--- src/hdl/klt_pkg.sv ---
// keyed lock table package: status codes, request token type and sizing defaults
// used by klt_cell and keyed_lock_table; depends on nothing else
`default_nettype none

package klt_pkg;

    localparam int unsigned TABLE_ENTRIES_DEF = 16;

    localparam int unsigned CLIENT_W = 16;
    localparam int unsigned KEY_W    = 64;
    localparam int unsigned COUNT_W  = 32;

    localparam logic [COUNT_W-1:0] GRANT_MAX = {COUNT_W{1'b1}};

    typedef enum logic [1:0] {
        ST_OK        = 2'd0,
        ST_BUSY      = 2'd1,
        ST_NOT_OWNER = 2'd2,
        ST_FULL      = 2'd3
    } status_t;

    typedef enum logic {
        ACT_ACQUIRE = 1'b0,
        ACT_RELEASE = 1'b1
    } action_t;

    // request walking down the chain, with its answer once a cell has taken it
    typedef struct packed {
        action_t               action;
        logic [CLIENT_W-1:0]   client;
        logic [KEY_W-1:0]      key;
        logic                  done;
        status_t               status;
        logic [COUNT_W-1:0]    count;
    } token_t;

endpackage

`default_nettype wire

--- src/hdl/klt_cell.sv ---
// one lock table entry with its slot of the request chain
// depends on klt_pkg (token type, status codes, field widths)
`default_nettype none

module klt_cell (
    input  wire logic            clk,
    input  wire logic            rst_n,
    input  wire logic            adv,
    input  wire logic            tok_in_vld,
    input  wire klt_pkg::token_t tok_in,
    output logic                 tok_out_vld,
    output klt_pkg::token_t      tok_out
);

    logic                          valid_reg, valid_next;
    logic                          held_reg, held_next;
    logic [klt_pkg::KEY_W-1:0]     key_reg, key_next;
    logic [klt_pkg::CLIENT_W-1:0]  owner_reg, owner_next;
    logic [klt_pkg::COUNT_W-1:0]   grants_reg, grants_next;
    logic                          tok_vld_reg;
    klt_pkg::token_t               tok_reg, tok_next;
    logic                          live;
    logic                          hit;
    logic [klt_pkg::COUNT_W-1:0]   grants_inc;

    assign live       = tok_in_vld && !tok_in.done;
    assign hit        = valid_reg && (key_reg == tok_in.key);
    assign grants_inc = (grants_reg == klt_pkg::GRANT_MAX) ? grants_reg
                                                           : grants_reg + 1'b1;

    always_comb
    begin
        valid_next  = valid_reg;
        held_next   = held_reg;
        key_next    = key_reg;
        owner_next  = owner_reg;
        grants_next = grants_reg;
        tok_next    = tok_in;
        if (live && hit)
        begin
            tok_next.done = 1'b1;
            if (tok_in.action == klt_pkg::ACT_ACQUIRE)
            begin
                if (held_reg)
                begin
                    tok_next.status = klt_pkg::ST_BUSY;
                    tok_next.count  = grants_reg;
                end
                else
                begin
                    held_next       = 1'b1;
                    owner_next      = tok_in.client;
                    grants_next     = grants_inc;
                    tok_next.status = klt_pkg::ST_OK;
                    tok_next.count  = grants_inc;
                end
            end
            else
            begin
                tok_next.count = grants_reg;
                if (held_reg && (owner_reg == tok_in.client))
                begin
                    held_next       = 1'b0;
                    tok_next.status = klt_pkg::ST_OK;
                end
                else
                begin
                    tok_next.status = klt_pkg::ST_NOT_OWNER;
                end
            end
        end
        else if (live && !valid_reg)
        begin
            // first free entry: allocated entries form a prefix, so the key is unknown
            tok_next.done = 1'b1;
            if (tok_in.action == klt_pkg::ACT_ACQUIRE)
            begin
                valid_next      = 1'b1;
                held_next       = 1'b1;
                key_next        = tok_in.key;
                owner_next      = tok_in.client;
                grants_next     = {{(klt_pkg::COUNT_W-1){1'b0}}, 1'b1};
                tok_next.status = klt_pkg::ST_OK;
                tok_next.count  = {{(klt_pkg::COUNT_W-1){1'b0}}, 1'b1};
            end
            else
            begin
                tok_next.status = klt_pkg::ST_NOT_OWNER;
                tok_next.count  = '0;
            end
        end
    end

    always_ff @(posedge clk or negedge rst_n)
    begin
        if (!rst_n)
        begin
            valid_reg   <= 1'b0;
            held_reg    <= 1'b0;
            tok_vld_reg <= 1'b0;
        end
        else if (adv)
        begin
            valid_reg   <= valid_next;
            held_reg    <= held_next;
            tok_vld_reg <= tok_in_vld;
        end
    end

    always_ff @(posedge clk)
    begin
        if (adv)
        begin
            key_reg    <= key_next;
            owner_reg  <= owner_next;
            grants_reg <= grants_next;
            tok_reg    <= tok_next;
        end
    end

    assign tok_out_vld = tok_vld_reg;
    assign tok_out     = tok_reg;

endmodule

`default_nettype wire

--- config.mk ---
export PLATFORM = sky130hd
export DESIGN_NAME = klt_cell
export DESIGN_NICKNAME = d
export VERILOG_FILES = /design/src/hdl/klt_pkg.sv /design/src/hdl/klt_cell.sv
export SDC_FILE = /design/constraint.sdc
export NUM_CORES = 1
export LEC_CHECK = 0
export ABC_AREA = 0
export ABC_CLOCK_PERIOD_IN_PS = 13400
export BUFFER_PORTS_ARGS = -buffer_cell sky130_fd_sc_hd__buf_4
export CAP_MARGIN = 20
export CELL_PAD_IN_SITES_DETAIL_PLACEMENT = 1
export CELL_PAD_IN_SITES_GLOBAL_PLACEMENT = 2
export CORE_UTILIZATION = 39
export CTS_CLUSTER_DIAMETER = 50
export DETAILED_ROUTE_END_ITERATION = 8
export PLACE_DENSITY_LB_ADDON = 0.08
export REMOVE_ABC_BUFFERS = 1
export SYNTH_ARGS = -nofsm -noshare
export SYNTH_HDL_FRONTEND = slang
export SYNTH_SLANG_ARGS = --single-unit
--- constraint.sdc ---
create_clock -name clk -period 13.4 [get_ports clk]
set_input_delay 2.68 -clock clk [delete_from_list [all_inputs] [get_ports clk]]
set_output_delay 2.68 -clock clk [all_outputs]
set_load 0.01 [all_outputs]
==> run summary, run 1 <==
The flow ran to the end, and the final reports show no timing, DRC or antenna violations. Via count of the first global-routing pass: 6,854. The summed negative setup slack over all endpoints was 0 ps. The logs give 0 for the count of cells resized by post-cts repair and 26,130 µm² for the overall die area.

For the endpoint required time on the critical path, the log shows 13,560 ps. The tree is rooted in a sky130_fd_sc_hd__clkbuf_16. The run gives 0 as the total count of max-transition violations in the final report. The tools report the internal power as 1.380 mW. Dividing total power by cell area gives a power density of 138.3 nW/µm².

The worst register-to-register path has a depth of 8. Hold violation total from the final report: 0. In the final routed layout, each cell accounts on average for 18.78 µm.

The worst setup path is launched from a primary input. The tools report the core outline area as 25,110 µm². Static timing analysis puts the maximum clock frequency at 186.0 MHz. Setup repair after global routing left no endpoint under its margin. Summed over all layers, the routed wires come to 24,130 µm. The largest single stage delay on the critical path is 570 ps.

Number of failing setup endpoints in the final timing report: 0. Total power for the finished layout comes to 1.805 mW. For the pin with the worst max-slew slack, the measured transition is 1009 ps. After clock tree synthesis, the setup repair step added 0 buffers. Highest fanout seen on the critical path: 69. The synthesized flop and latch total was 231. The worst hold path begins at tok_out_vld. In this run the horizontal extent of the chip is 161.7 µm. In this run, flip-flops and latches consume 47.0% of the power. Minimum clock period after layout: 5376 ps. The static leakage was 5.076 nW. In this run the core area contains 58 standard-cell rows. For this design the top-level I/O count stands at 237. The start-to-end type of the worst setup path was in -> reg.

The number of warnings reported in the yosys synthesis log was 0; the final cell utilization of the core was 51.98%. The top cell type by total area after synthesis is sky130_fd_sc_hd__edfxtp_1. The routed via count divided by cell count works out to 4.984. The worst register-to-register path begins at key_reg[4].

The worst setup path is captured at a register. For the worst setup path, the data arrival time is 5540 ps. TritonCTS created 29 clock buffers.

Clock latency on the worst-skew pair, taken at its later pin, is 540 ps. Global routing used 18.48% of the available tracks. The worst hold path terminates at tok_out_vld. The final layout contains 1,053 nets. The run gives 6,405 as the routed via count.

The clock arrives with 23.66 ps of skew. By area the synthesized netlist is led by sky130_fd_sc_hd__edfxtp_1, sky130_fd_sc_hd__xnor2_1, sky130_fd_sc_hd__xor2_1. Largest vdd supply drop: 88.38 µV. The standard cell with the maximum stage delay on the critical path was sky130_fd_sc_hd__or4b_4.

The run gives 0 as the initial antenna violation count. In this run the critical register-to-register path is captured at grants_reg[19]. The count of nets left with antenna violations after detail routing is 0, and the global route total overflow is 0.

The proportion of netlist area held by the largest area contributor came out at 68.87%. Counting along the longest clock path gives a buffer depth of 3. The mean cell area of the mapped netlist works out to 14.55 µm². Counting stages on the worst path, the most repeated cell is sky130_fd_sc_hd__buf_4.

The pre-antenna-repair detailed-routing pass consisted of 4 iterations. Of the synthesized area, sequential elements account for 69.63%. After clock tree synthesis, the clock-pin slew on the worst setup and hold paths is 60 ps.

The switching power summed over all nets came out at 0.4253 mW. The combinational group share of total power was 8.4%; the count of max-cap constraint violations was 0. Dividing the final minimum period by the clock period gives 40.12%. Routability-driven placement finished with a final weighted congestion of 0.8023.

The layout has 2,543 filler cells. The switching share of power came out at 23.56%. The worst reg-to-reg setup slack is 9900 ps. Relative slew slack: 32.72%. For this configuration, the core starts out at a cell density of 39.59%.

Number of instances on the worst hold path: 1. H-tree level count: 1. The signal on the critical path passes through buf_4 -> xnor2_1 -> o221ai_2 -> a2111oi_4 -> nand4_1 -> or4b_4 -> buf_4 -> o21bai_4 -> buf_4. After the first detailed-routing iteration, the DRC count stood at 366.

The largest net degree at the start of global routing was 70. The synthesized netlist cell count is 683, and the remaining routing DRC violations is 0. For this design, the CTS-stage hold fixing added 0 buffers. The die is 161.7 µm tall. The clock sink count is 231, and the total inserted antenna cells is 0.

The tools report the detailed placement HPWL as 16,770 µm. Cells with a size suffix above 1 make up 32.25% of the layout. The wire length of the first global-routing pass came out at 38,030 µm. TritonCTS built the clock tree.

Yosys mapped the design onto 46 distinct sky130hd cell types. The tools report the clock share of power as 44.6%. During placement, the flow inserted port buffers numbering 236. The type of the worst min-delay path was reg -> reg. After synthesis the cells add up to 9941 µm².

The area growth from synthesis to layout is 31.30%. The number of flip-flops under the largest register name works out to 116.
## cell usage in the layout, fill, tap and decap left out, types with 4 or more instances in the layout
cell type                   count
sky130_fd_sc_hd__a21oi_1        5
sky130_fd_sc_hd__a22o_1         4
sky130_fd_sc_hd__and3_1        10
sky130_fd_sc_hd__and4_1         6
sky130_fd_sc_hd__buf_4        240
sky130_fd_sc_hd__clkbuf_16     29
sky130_fd_sc_hd__edfxtp_1     228
sky130_fd_sc_hd__inv_1         15
sky130_fd_sc_hd__inv_6          5
sky130_fd_sc_hd__inv_8          4
sky130_fd_sc_hd__mux2i_1       36
sky130_fd_sc_hd__nand2_1       57
sky130_fd_sc_hd__nand2b_1       4
sky130_fd_sc_hd__nand3_1       20
sky130_fd_sc_hd__nand4_1       25
sky130_fd_sc_hd__nor2_1        56
sky130_fd_sc_hd__nor3_1        17
sky130_fd_sc_hd__nor4_1        11
sky130_fd_sc_hd__o22ai_1        4
sky130_fd_sc_hd__or2_2          4
sky130_fd_sc_hd__xnor2_1       65
sky130_fd_sc_hd__xor2_1        55
## layer usage
metal	GRT usage, %	vias to the layer above	wire (µm)
met5	0	-	0
met1	24.29	3156	10220
li1	-	3039	-
met3	3.115	34	1315
met2	31.86	176	12190
met4	4.503	0	406
## per-stage QoR
step | instance area (µm²) | worst slack, ps | hold slack (ps) | instances
floorplan | 9804 | 3500 | 454.5 | 661
global placement | 12040 | 7409 | 496.2 | 1231
detailed placement | 12040 | 7347 | 501.8 | 1231
CTS | 13050 | 7901 | 516.3 | 1285
global route | 13050 | 7819 | 538.9 | 1285
finish | 13050 | 8024 | 507.8 | 1285
## final cells by class
cell class	instances	area [µm²]	share of cell area, %
Multi-Input combinational cell	415	2846	21.81
Timing Repair Buffer	240	1802	13.80
Clock inverter	24	284.0	2.176
Sequential cell	231	6922	53.03
Inverter	15	56.30	0.4314
Clock buffer	30	729.5	5.589
Tap cell	330	412.9	3.163
## kinds of logic (layout without fill, tap and decap cells)
family,after synthesis,count (layout),synth area share (%)
xor+xnor,120,120,10.57
buf+inv,37,309,1.938
compound gates,34,34,2.895
flops,231,231,69.63
simple gates,223,223,11.10
mux,37,37,3.738
fa+ha+maj,1,1,0.1258
## critical path: cells and delay by family
family                    cells  cell delay, ps
buffers and inverters         3            1100
and+or+nand+nor               2             760
AOI/OAI and AO/OA             3             730
xor gates and xnor gates      1             210
## how the worst max path moves through the flow
stage | startpoint | to | slack [ps] | cells after the start
after floorplan | tok_in[34] | grants_reg[0] | 3500 | 4
after global placement | tok_in[86] | grants_reg[20] | 7410 | 8
after detailed placement | tok_in[36] | owner_reg[6] | 7350 | 8
after CTS | tok_in[36] | grants_reg[29] | 7900 | 8
after global routing | tok_in[82] | grants_reg[30] | 7820 | 8
final | tok_in[39] | grants_reg[19] | 8020 | 9
## power by group through the flow
stage / logic, mW / clock network (mW) / registers [mW]
after global routing: 0.164 / 0.859 / 0.852
after global placement: 0.150 / 0 / 0.863
after detailed placement: 0.154 / 0 / 0.865
after CTS: 0.154 / 0.828 / 0.850
final: 0.151 / 0.805 / 0.849
after floorplan: 0.0392 / 0 / 0.878
## cell usage after synthesis (all sizes together)
master   number
a2111oi       1
a31o          1
a211oi        2
o21ai         2
or4           2
o31a          2
and4          6
mux2          1
nand2b        4
nand3b        1
a21oi         5
o41ai         1
or3           1
nor4b         1
o221ai        1
dfrtp         3
mux2i        36
nand2        57
a31oi         2
and2          3
nand3        20
clkbuf       12
xnor2        65
o21bai        1
xor2         55
a221oi        1
edfxtp      228
buf          10
o2bb2ai       3
o211ai        3
or2           4
inv          15
ha            1
and3         10
nor4         12
nand4        25
nor3         20
o22ai         4
nor2         56
o31ai         1
or4b          1
a22o          4
No activity file was read; power rests on OpenSTA's default activity.
==> run 2, diff against run 1 <==
--- a/config.mk
+++ b/config.mk
@@ -6,12 +6,12 @@
 export NUM_CORES = 1
 export LEC_CHECK = 0
 export ABC_AREA = 0
-export ABC_CLOCK_PERIOD_IN_PS = 13400
+export ABC_CLOCK_PERIOD_IN_PS = 4800
 export BUFFER_PORTS_ARGS = -buffer_cell sky130_fd_sc_hd__buf_4
 export CAP_MARGIN = 20
 export CELL_PAD_IN_SITES_DETAIL_PLACEMENT = 1
 export CELL_PAD_IN_SITES_GLOBAL_PLACEMENT = 2
-export CORE_UTILIZATION = 39
+export CORE_UTILIZATION = 33
 export CTS_CLUSTER_DIAMETER = 50
 export DETAILED_ROUTE_END_ITERATION = 8
 export PLACE_DENSITY_LB_ADDON = 0.08
==> constraint.sdc (replaced) <==
create_clock -name clk -period 4.8 [get_ports clk]
set_input_delay 0.96 -clock clk [delete_from_list [all_inputs] [get_ports clk]]
set_output_delay 0.96 -clock clk [all_outputs]
set_load 0.01 [all_outputs]
==> run summary, run 2 (synthesis results as in run 1) <==
The routed via count divided by cell count came out at 4.758 (was 4.984). Chain of cells forming the critical path: buf_4 -> xnor2_1 -> o221ai_2 -> a2111oi_4 -> nand4_1 -> or4b_4 -> buf_4 -> mux2i_1 (was buf_4 -> xnor2_1 -> o221ai_2 -> a2111oi_4 -> nand4_1 -> or4b_4 -> buf_4 -> o21bai_4 -> buf_4). The origin of the worst setup path was tok_in[39] (unchanged). The tools report the category of the worst setup path capture point as a register (unchanged). The global route total overflow was 0 (unchanged). The clock sink count was 231 (unchanged); the initial standard-cell utilization of the core was 33.54% (was 39.59%). Switching power summed over all nets: 1.139 mW (was 0.4253 mW). The synthesis-to-finish area growth is 31.77% (was 31.30%), and the initial antenna violation count is 0 (unchanged). The largest vdd supply drop was 222.3 µV (was 88.38 µV); the data arrival time of the worst path was 3460 ps (was 5540 ps). The length in cells of the worst reg-to-reg path was 6 (was 8).

The run gives 0 (unchanged) as the count of nets left with antenna violations after detail routing. The total count of max-transition violations in the final report is 0 (unchanged), and the number of buffer cells added on primary ports is 236 (unchanged). Source-to-sink clock delay at the later pin of the worst-skew pair: 540 ps (about the same). The hold-fix buffer count after cts came out at 0 (unchanged). The start-to-end type of the worst setup path is in -> reg (unchanged).

The core outline area is 29,640 µm² (was 25,110 µm²), and the total power divided by cell area is 376.3 nW/µm² (was 138.3 nW/µm²). For the internal power, the log shows 3.790 mW (was 1.380 mW). Standard cell with the maximum stage delay on the critical path: sky130_fd_sc_hd__or4b_4 (unchanged). The run finished with clean final reports. For the combined flip-flop and latch cell area, the log shows 6922 µm² (unchanged). The logs give 0 (unchanged) for the number of failing setup endpoints in the final timing report and 11,040 µm (was 10,220 µm) for the wire length on met1. The number of flip-flops under the largest register name works out to 116 (unchanged). Clock root buffer: sky130_fd_sc_hd__clkbuf_16 (unchanged).

The count of max-cap constraint violations is 0 (unchanged), and the largest net degree at the start of global routing is 69 (was 70). The number of DRC markers in iteration 0 was 252 (was 366). The hold violation total from the final report is 0 (unchanged), and the final worst clock skew is 14.60 ps (was 23.66 ps). The run gives 0 (unchanged) as the total inserted antenna cells. The clock share of power was 43.2% (was 44.6%). The post-route cell area was 13,100 µm² (was 13,050 µm²). The stage delay of the slowest cell on the critical path is 820 ps (was 570 ps).

For the routability congestion estimate, the log shows 0.7767 (was 0.8023). Most frequent cells in the layout: sky130_fd_sc_hd__buf_4, sky130_fd_sc_hd__edfxtp_1, sky130_fd_sc_hd__xnor2_1, sky130_fd_sc_hd__nand2_1, sky130_fd_sc_hd__nor2_1 (unchanged). Most frequent cell on the critical path: sky130_fd_sc_hd__buf_4 (unchanged). The worst-margin pin slew was 934.6 ps (was 1009 ps); the endpoint required time on the critical path was 5060 ps (was 13,560 ps). The critical path launch point type is a primary input (unchanged).

The tools report the destination of the critical timing path as tok_out[18] (was grants_reg[19]). The number of ports placed on the die boundary is 237 (unchanged), and the switching share of power is 23.12% (was 23.56%). The final net count is 1,057 (was 1,053).

The cell family with the largest share of critical-path delay was simple AND/OR/NAND/NOR gates (was buffers and inverters). The worst path buffer plus inverter count is 2 (was 3). The logs give 0 (unchanged) for the count of cells resized by post-cts repair and 3,111 (was 2,543) for the filler cell count. For the worst-case clock buffer depth, the log shows 3 (unchanged). The number of logic stages on the critical path including buffering is 8 (was 9), and the total length of routed met2 wires is 12,300 µm (was 12,190 µm). Via count of the first global-routing pass: 6,791 (was 6,854). The multi-input combinational cell area was 2846 µm² (unchanged). For the post-CTS setup buffer count, the log shows 0 (unchanged). The worst reg-to-reg setup slack was 1760 ps (was 9900 ps). The length of the first detailed-routing pass in iterations is 4 (unchanged). The tools report the static leakage as 5.053 nW (was 5.076 nW).

The logs give 63 (was 58) for the number of cell rows and 24,970 µm (was 24,130 µm) for the total wire length. The remaining routing DRC violations was 0 (unchanged). The total cell area at the placement stage came out at 12,140 µm² (was 12,040 µm²). The type of the worst min-delay path was in -> async (was reg -> reg). For the wire length of the first global-routing pass, the log shows 38,600 µm (was 38,030 µm).

The fraction of layout instances using a drive strength above 1 is 31.80% (was 32.25%). The final clock period utilization by the worst path is 66.76%, and the relative slew slack is 37.69% (was 32.72%). The routed length per instance came out at 18.51 µm (was 18.78 µm). TritonCTS built the clock tree.

The overall die area was 30,820 µm² (was 26,130 µm²). The final worst hold slack came out at 203.1 ps (was 507.8 ps). The tools report the worst flop-to-flop path startpoint as key_reg[29] (was key_reg[4]).

The clock slew at the register clock pins of the worst setup and hold paths is 60 ps (about the same). The y dimension of the die came out at 175.6 µm (was 161.7 µm). The run gives 1202 µm (was 1315 µm) as the amount of wire on met3 after detailed routing. The tools report the worst flop-to-flop path endpoint as tok_out[18] (was grants_reg[19]). For the combinational group share of total power, the log shows 8.6% (was 8.4%).

Setup repair after global routing left no endpoint under its margin. The H-tree level count was 1 (unchanged); the detailed placement HPWL was 17,790 µm (was 16,770 µm). Timing would allow up to 312.1 MHz. The number of buffers created by CTS was 31 (was 29); the highest fanout seen on the critical path was 42 (was 69). The highest metal layer with signal wires was met4 (unchanged). Most common library cell in the layout ignoring fill and taps: sky130_fd_sc_hd__buf_4 (unchanged).

The sequential share of power is 48.2% (was 47.0%). The width of the chip came out at 175.6 µm (was 161.7 µm). The routed via count came out at 6,418 (was 6,405).

The minimum clock period after layout works out to 3204 ps. For the combined global-route utilization of all metal layers, the log shows 16.08% (was 18.48%).
[run 2: cell types whose count changed in the layout (fill, tap and decap cells not counted)]
cell	before	now
sky130_fd_sc_hd__buf_4	240	241
sky130_fd_sc_hd__clkinv_8	3	0
sky130_fd_sc_hd__bufinv_16	3	1
sky130_fd_sc_hd__clkbuf_1	1	4
sky130_fd_sc_hd__clkinvlp_4	1	3
sky130_fd_sc_hd__clkbuf_16	29	31
sky130_fd_sc_hd__inv_8	4	1
sky130_fd_sc_hd__clkinv_1	2	6
sky130_fd_sc_hd__clkinv_2	3	2
sky130_fd_sc_hd__buf_12	0	1
[run 2: how the worst min path moves through the flow]
stage	startpoint	to	slack, ps	cells after the start
final	rst_n	tok_out_vld	200	1
after floorplan	valid_reg	valid_reg	450	1
after CTS	rst_n	tok_out_vld	170	1
after detailed placement	tok_out_vld	tok_out_vld	500	1
after global placement	valid_reg	valid_reg	490	1
after global routing	rst_n	tok_out_vld	180	1
[run 2: worst reg2reg max path, cell delays in order, from the launching register on]
cell                       delay (ps)
sky130_fd_sc_hd__edfxtp_1         390
sky130_fd_sc_hd__xor2_1           160
sky130_fd_sc_hd__nor4_1           490
sky130_fd_sc_hd__nand4_1          240
sky130_fd_sc_hd__or4b_4           820
sky130_fd_sc_hd__buf_4            420
sky130_fd_sc_hd__mux2i_1          220
[run 2: area by class of cell]
cell class	count	share of cell area (%)
sequential	231	52.84
multi-input combinational	415	21.73
timing repair buffer	242	13.97
clock buffer	35	6.037
tap	390	3.725
clock inverter	21	1.270
inverter	15	0.4298
[run 2: per-layer routing]
| metal | track usage, % | vias up |
|---|---|---|
| met4 | 3.551 | 0 |
| met5 | 0 | - |
| li1 | - | 3039 |
| met1 | 21.30 | 3163 |
| met2 | 27.40 | 183 |
| met3 | 2.857 | 33 |
[run 2: power groups by stage]
| stage | Combinational (mW) | Clock (mW) | Sequential [mW] |
|---|---|---|---|
| 3_5_place_dp | 0.434 | 0 | 2.42 |
| 2_1_floorplan | 0.109 | 0 | 2.45 |
| 5_1_grt | 0.463 | 2.25 | 2.38 |
| 6_report | 0.424 | 2.13 | 2.37 |
| 3_3_place_gp | 0.424 | 0 | 2.41 |
| 4_1_cts | 0.435 | 2.19 | 2.38 |
[run 2: stage by stage]
stage,utilization [%],total power [mW],TNS (ps),instances,worst slack (ps)
after detailed placement,40.97,2.851,0,1293,1007
after global routing,44.20,5.099,0,1349,1459
after floorplan,-,2.560,-285960,661,-3380
final,44.20,4.929,0,1349,1596
after CTS,44.20,5.004,0,1349,1563
after global placement,40.97,2.835,0,1293,1044
==> run 3, diff against run 2 <==
--- a/config.mk
+++ b/config.mk
@@ -5,13 +5,13 @@
 export SDC_FILE = /design/constraint.sdc
 export NUM_CORES = 1
 export LEC_CHECK = 0
-export ABC_AREA = 0
-export ABC_CLOCK_PERIOD_IN_PS = 4800
+export ABC_AREA = 1
+export ABC_CLOCK_PERIOD_IN_PS = 3300
 export BUFFER_PORTS_ARGS = -buffer_cell sky130_fd_sc_hd__buf_4
 export CAP_MARGIN = 20
 export CELL_PAD_IN_SITES_DETAIL_PLACEMENT = 1
 export CELL_PAD_IN_SITES_GLOBAL_PLACEMENT = 2
-export CORE_UTILIZATION = 33
+export CORE_UTILIZATION = 34
 export CTS_CLUSTER_DIAMETER = 50
 export DETAILED_ROUTE_END_ITERATION = 8
 export PLACE_DENSITY_LB_ADDON = 0.08
==> constraint.sdc (replaced) <==
create_clock -name clk -period 3.3 [get_ports clk]
set_input_delay 0.66 -clock clk [delete_from_list [all_inputs] [get_ports clk]]
set_output_delay 0.66 -clock clk [all_outputs]
set_load 0.01 [all_outputs]
==> run summary, run 3 <==
Count of cells resized by post-cts repair: 0 (unchanged). Core outline area: 30,510 µm² (was 29,640 µm²). Number of buffers created by CTS: 35 (was 31).

Most frequent cells in the layout: sky130_fd_sc_hd__nand2_1, sky130_fd_sc_hd__buf_4, sky130_fd_sc_hd__edfxtp_1, sky130_fd_sc_hd__nor2_1, sky130_fd_sc_hd__inv_1 (was sky130_fd_sc_hd__buf_4, sky130_fd_sc_hd__edfxtp_1, sky130_fd_sc_hd__xnor2_1, sky130_fd_sc_hd__nand2_1, sky130_fd_sc_hd__nor2_1). Largest net degree at the start of global routing: 71 (was 69). The final total power is 7.500 mW (was 4.929 mW).

For the total inserted antenna cells, the log shows 0 (unchanged). The synthesized flop and latch total came out at 231 (unchanged). The wire length of the first global-routing pass was 43,240 µm (was 38,600 µm).

The logs give 55.49% (was 37.69%) for the relative slew slack and 231 (unchanged) for the clock sink count. TritonCTS built the clock tree. Number of instances on the worst hold path: 1. The highest fanout seen on the critical path was 48 (was 42).

For the total cell area at the placement stage, the log shows 12,780 µm² (was 12,140 µm²). The run finished with clean final reports. Type of the worst min-delay path: in -> reg (was in -> async). Setup repair after global routing left no endpoint under its margin.

The worst flop-to-flop path startpoint was key_reg[36] (was key_reg[29]). The number of DRC markers in iteration 0 is 312 (was 252). The clock slew at the register clock pins of the worst setup and hold paths is 60 ps (about the same), and the detailed placement HPWL is 19,920 µm (was 17,790 µm). Post-CTS setup buffer count: 0 (unchanged). The final net count came out at 1,431 (was 1,057). The logs give 7,922 (was 6,791) for the via count of the first global-routing pass and 2 (was 1) for the H-tree level count. The total wire length is 28,170 µm (was 24,970 µm), and the remaining routing DRC violations is 0 (unchanged). The highest clock frequency the design can meet came out at 398.4 MHz. Most area-consuming cells after synthesis: sky130_fd_sc_hd__edfxtp_1, sky130_fd_sc_hd__nand2_1, sky130_fd_sc_hd__nor2_1 (was sky130_fd_sc_hd__edfxtp_1, sky130_fd_sc_hd__xnor2_1, sky130_fd_sc_hd__xor2_1). Count of max-cap constraint violations: 0 (unchanged). The endpoint required time on the critical path was 3460 ps (was 5060 ps). The run gives 13,910 µm² (was 13,100 µm²) as the post-route cell area.

The largest vdd supply drop was 352.8 µV (was 222.3 µV). Category of the worst setup path capture point: a register (unchanged). For the source-to-sink clock delay at the later pin of the worst-skew pair, the log shows 500 ps (was 540 ps). The summed negative setup slack over all endpoints is 0 ps (unchanged), and the fraction of layout instances using a drive strength above 1 is 24.42% (was 31.80%). The worst-margin pin slew was 667.6 ps (was 934.6 ps). The synthesis-to-finish area growth works out to 32.36% (was 31.77%).

The number of buffer cells added on primary ports is 236 (unchanged). Clock root buffer: sky130_fd_sc_hd__clkbuf_16 (unchanged). Number of warnings reported in the yosys synthesis log: 0 (unchanged). Start-to-end type of the worst setup path: reg -> reg (was in -> reg). The hold violation total from the final report was 0 (unchanged). The tools report the routed via count as 7,932 (was 6,418). Routed length per instance: 16.27 µm (was 18.51 µm).

The most repeated cell in the gate-level netlist after synthesis is sky130_fd_sc_hd__nand2_1 (was sky130_fd_sc_hd__edfxtp_1). The routed via count divided by cell count works out to 4.582 (was 4.758). The length of the first detailed-routing pass in iterations is 6 (was 4), and the count of nets left with antenna violations after detail routing is 0 (unchanged). For hold timing, the worst endpoint is owner_reg[7].

The count of placed standard cells including taps was 1,668 (was 1,293). The final worst clock skew came out at 23.52 ps (was 14.60 ps). The combined area of all synthesized cells is 10,510 µm² (was 9941 µm²). Dividing the final minimum period by the clock period gives 76.06%. For the overall die area, the log shows 31,610 µm² (was 30,820 µm²).

For the worst-case clock buffer depth, the log shows 3 (unchanged). Top cell type by total area after synthesis: sky130_fd_sc_hd__edfxtp_1 (unchanged). The routability congestion estimate was 0.7771 (was 0.7767); the initial antenna violation count was 0 (unchanged).

The run gives 2670 ps (was 3460 ps) as the data arrival time of the worst path. The final cell utilization of the core was 45.59% (was 44.20%); the mean cell area of the mapped netlist was 10.04 µm² (was 14.55 µm²). The y dimension of the die works out to 177.8 µm (was 175.6 µm). The tools report the combined global-route utilization of all metal layers as 17.79% (was 16.08%). For the share of synthesized area occupied by flip-flops and latches, the log shows 65.86% (was 69.63%). The total count of max-transition violations in the final report came out at 0 (unchanged). The most common library cell in the layout ignoring fill and taps is sky130_fd_sc_hd__nand2_1 (was sky130_fd_sc_hd__buf_4).

The top flip-flop cell by instance count after synthesis is sky130_fd_sc_hd__edfxtp_1 (unchanged). The length in cells of the worst reg-to-reg path was 12 (was 6). The startpoint of the tightest hold check path was tok_in[106].

The proportion of synthesized flip-flops having asynchronous set or reset works out to 1.299% (unchanged). The worst reg-to-reg setup slack is 790 ps (was 1760 ps), and the width of the chip is 177.8 µm (was 175.6 µm). The number of ports placed on the die boundary is 237 (unchanged).

The number of enable-type register cells in the synthesized netlist came out at 228 (unchanged). The tools report the global route total overflow as 0 (unchanged). The run gives 1,731 (was 1,349) as the post-route non-filler standard cell count.

The worst path needs 2510 ps of the cycle, external delays included. The number of failing setup endpoints in the final timing report is 0 (unchanged), and the number of flip-flops under the largest register name is 116 (unchanged). Proportion of netlist area held by the largest area contributor: 65.15% (was 68.87%). The worst flop-to-flop path endpoint is grants_reg[18] (was tok_out[18]). The static leakage is 5.962 nW (was 5.053 nW), and the initial standard-cell utilization of the core is 34.44% (was 33.54%).

Most used standard cells in the synthesized netlist: sky130_fd_sc_hd__nand2_1, sky130_fd_sc_hd__edfxtp_1, sky130_fd_sc_hd__nor2_1 (was sky130_fd_sc_hd__edfxtp_1, sky130_fd_sc_hd__xnor2_1, sky130_fd_sc_hd__nand2_1). The critical path launch point type was a register (was a primary input). The number of cell rows is 64 (was 63), and the total power divided by cell area is 539.2 nW/µm² (was 376.3 nW/µm²).

The synthesized netlist cell count came out at 1,047 (was 683). The tools report the unique cell type count in the Yosys netlist as 33 (was 46).
[run 3: changes by cell type in the layout (fill, tap and decap cells not counted), moves of 31 or more]
cell and delta:
sky130_fd_sc_hd__mux2i_1 -35, sky130_fd_sc_hd__nor2_1 +76, sky130_fd_sc_hd__nand2_1 +300, sky130_fd_sc_hd__inv_1 +114, sky130_fd_sc_hd__xnor2_1 -51, sky130_fd_sc_hd__xor2_1 -31
[run 3: repair_timing]
item                                   CTS  global route
endpoints found under the hold margin    3             0
hold buffers                             1             0
setup endpoints to repair                0             0
[run 3: worst max-delay path by stage]
stage	start	to	slack, ps
CTS	key_reg[52]	grants_reg[28]	700
finish	key_reg[36]	grants_reg[18]	790
global route	key_reg[45]	grants_reg[28]	500
detailed placement	tok_in[80]	grants_reg[24]	310
floorplan	tok_in_vld	grants_reg[0]	-1150
global placement	tok_in[34]	grants_reg[23]	350
[run 3: logic make-up (layout without fill, tap and decap cells)]
kind of cell | Yosys count | count (layout) | synth area share (%)
compound gates | 37 | 37 | 2.012
simple gates | 582 | 582 | 22.59
xor+xnor | 38 | 38 | 3.167
mux | 1 | 1 | 0.09525
flops | 231 | 231 | 65.86
fa+ha+maj | 1 | 1 | 0.1190
buf+inv | 157 | 445 | 6.155
[run 3: per-layer routing]
layer | up-vias | GRT usage [%] | wire (µm)
li1 | 3939 | - | -
met3 | 33 | 3.171 | 1273
met5 | - | 0 | 0
met4 | 0 | 4.665 | 467
met2 | 175 | 31.12 | 14050
met1 | 3785 | 22.53 | 12370
[run 3: critical path, cell delays in order (launching register included)]
cell and delay, ps:
sky130_fd_sc_hd__edfxtp_1 380, sky130_fd_sc_hd__nand2_1 80, sky130_fd_sc_hd__nand2_1 60, sky130_fd_sc_hd__nor2_1 140
sky130_fd_sc_hd__nand2_1 70, sky130_fd_sc_hd__nor2_1 100, sky130_fd_sc_hd__nand2_1 60, sky130_fd_sc_hd__nor2_1 230
sky130_fd_sc_hd__nand3_2 280, sky130_fd_sc_hd__nand2_2 180, sky130_fd_sc_hd__nand3_1 140, sky130_fd_sc_hd__nor2_4 130
sky130_fd_sc_hd__buf_12 290
[run 3: metrics by stage]
stage / hold slack [ps] / setup WS [ps]
final: 352.8 / 790.0
after global routing: 331.3 / 498.2
after CTS: 327.1 / 696.0
after detailed placement: 463.0 / 305.4
after global placement: 463.0 / 346.0
after floorplan: 364.4 / -1152
[run 3: area by class of cell]
class | count | area, µm²
clock buffer | 39 | 890.9
tap | 396 | 495.5
clock inverter | 23 | 225.2
timing repair buffer | 245 | 1896
multi-input combinational | 659 | 2958
fill | 3425 | 16600
sequential | 231 | 6922
inverter | 138 | 523.0
[run 3: report_power, final]
part / leakage (nW) / internal (mW) / total (mW) / switching, mW
Sequential: 2.26 / 3.35 / 3.38 / 0.0308
Clock: 0.548 / 2.15 / 3.57 / 1.42
Combinational: 3.15 / 0.277 / 0.553 / 0.275
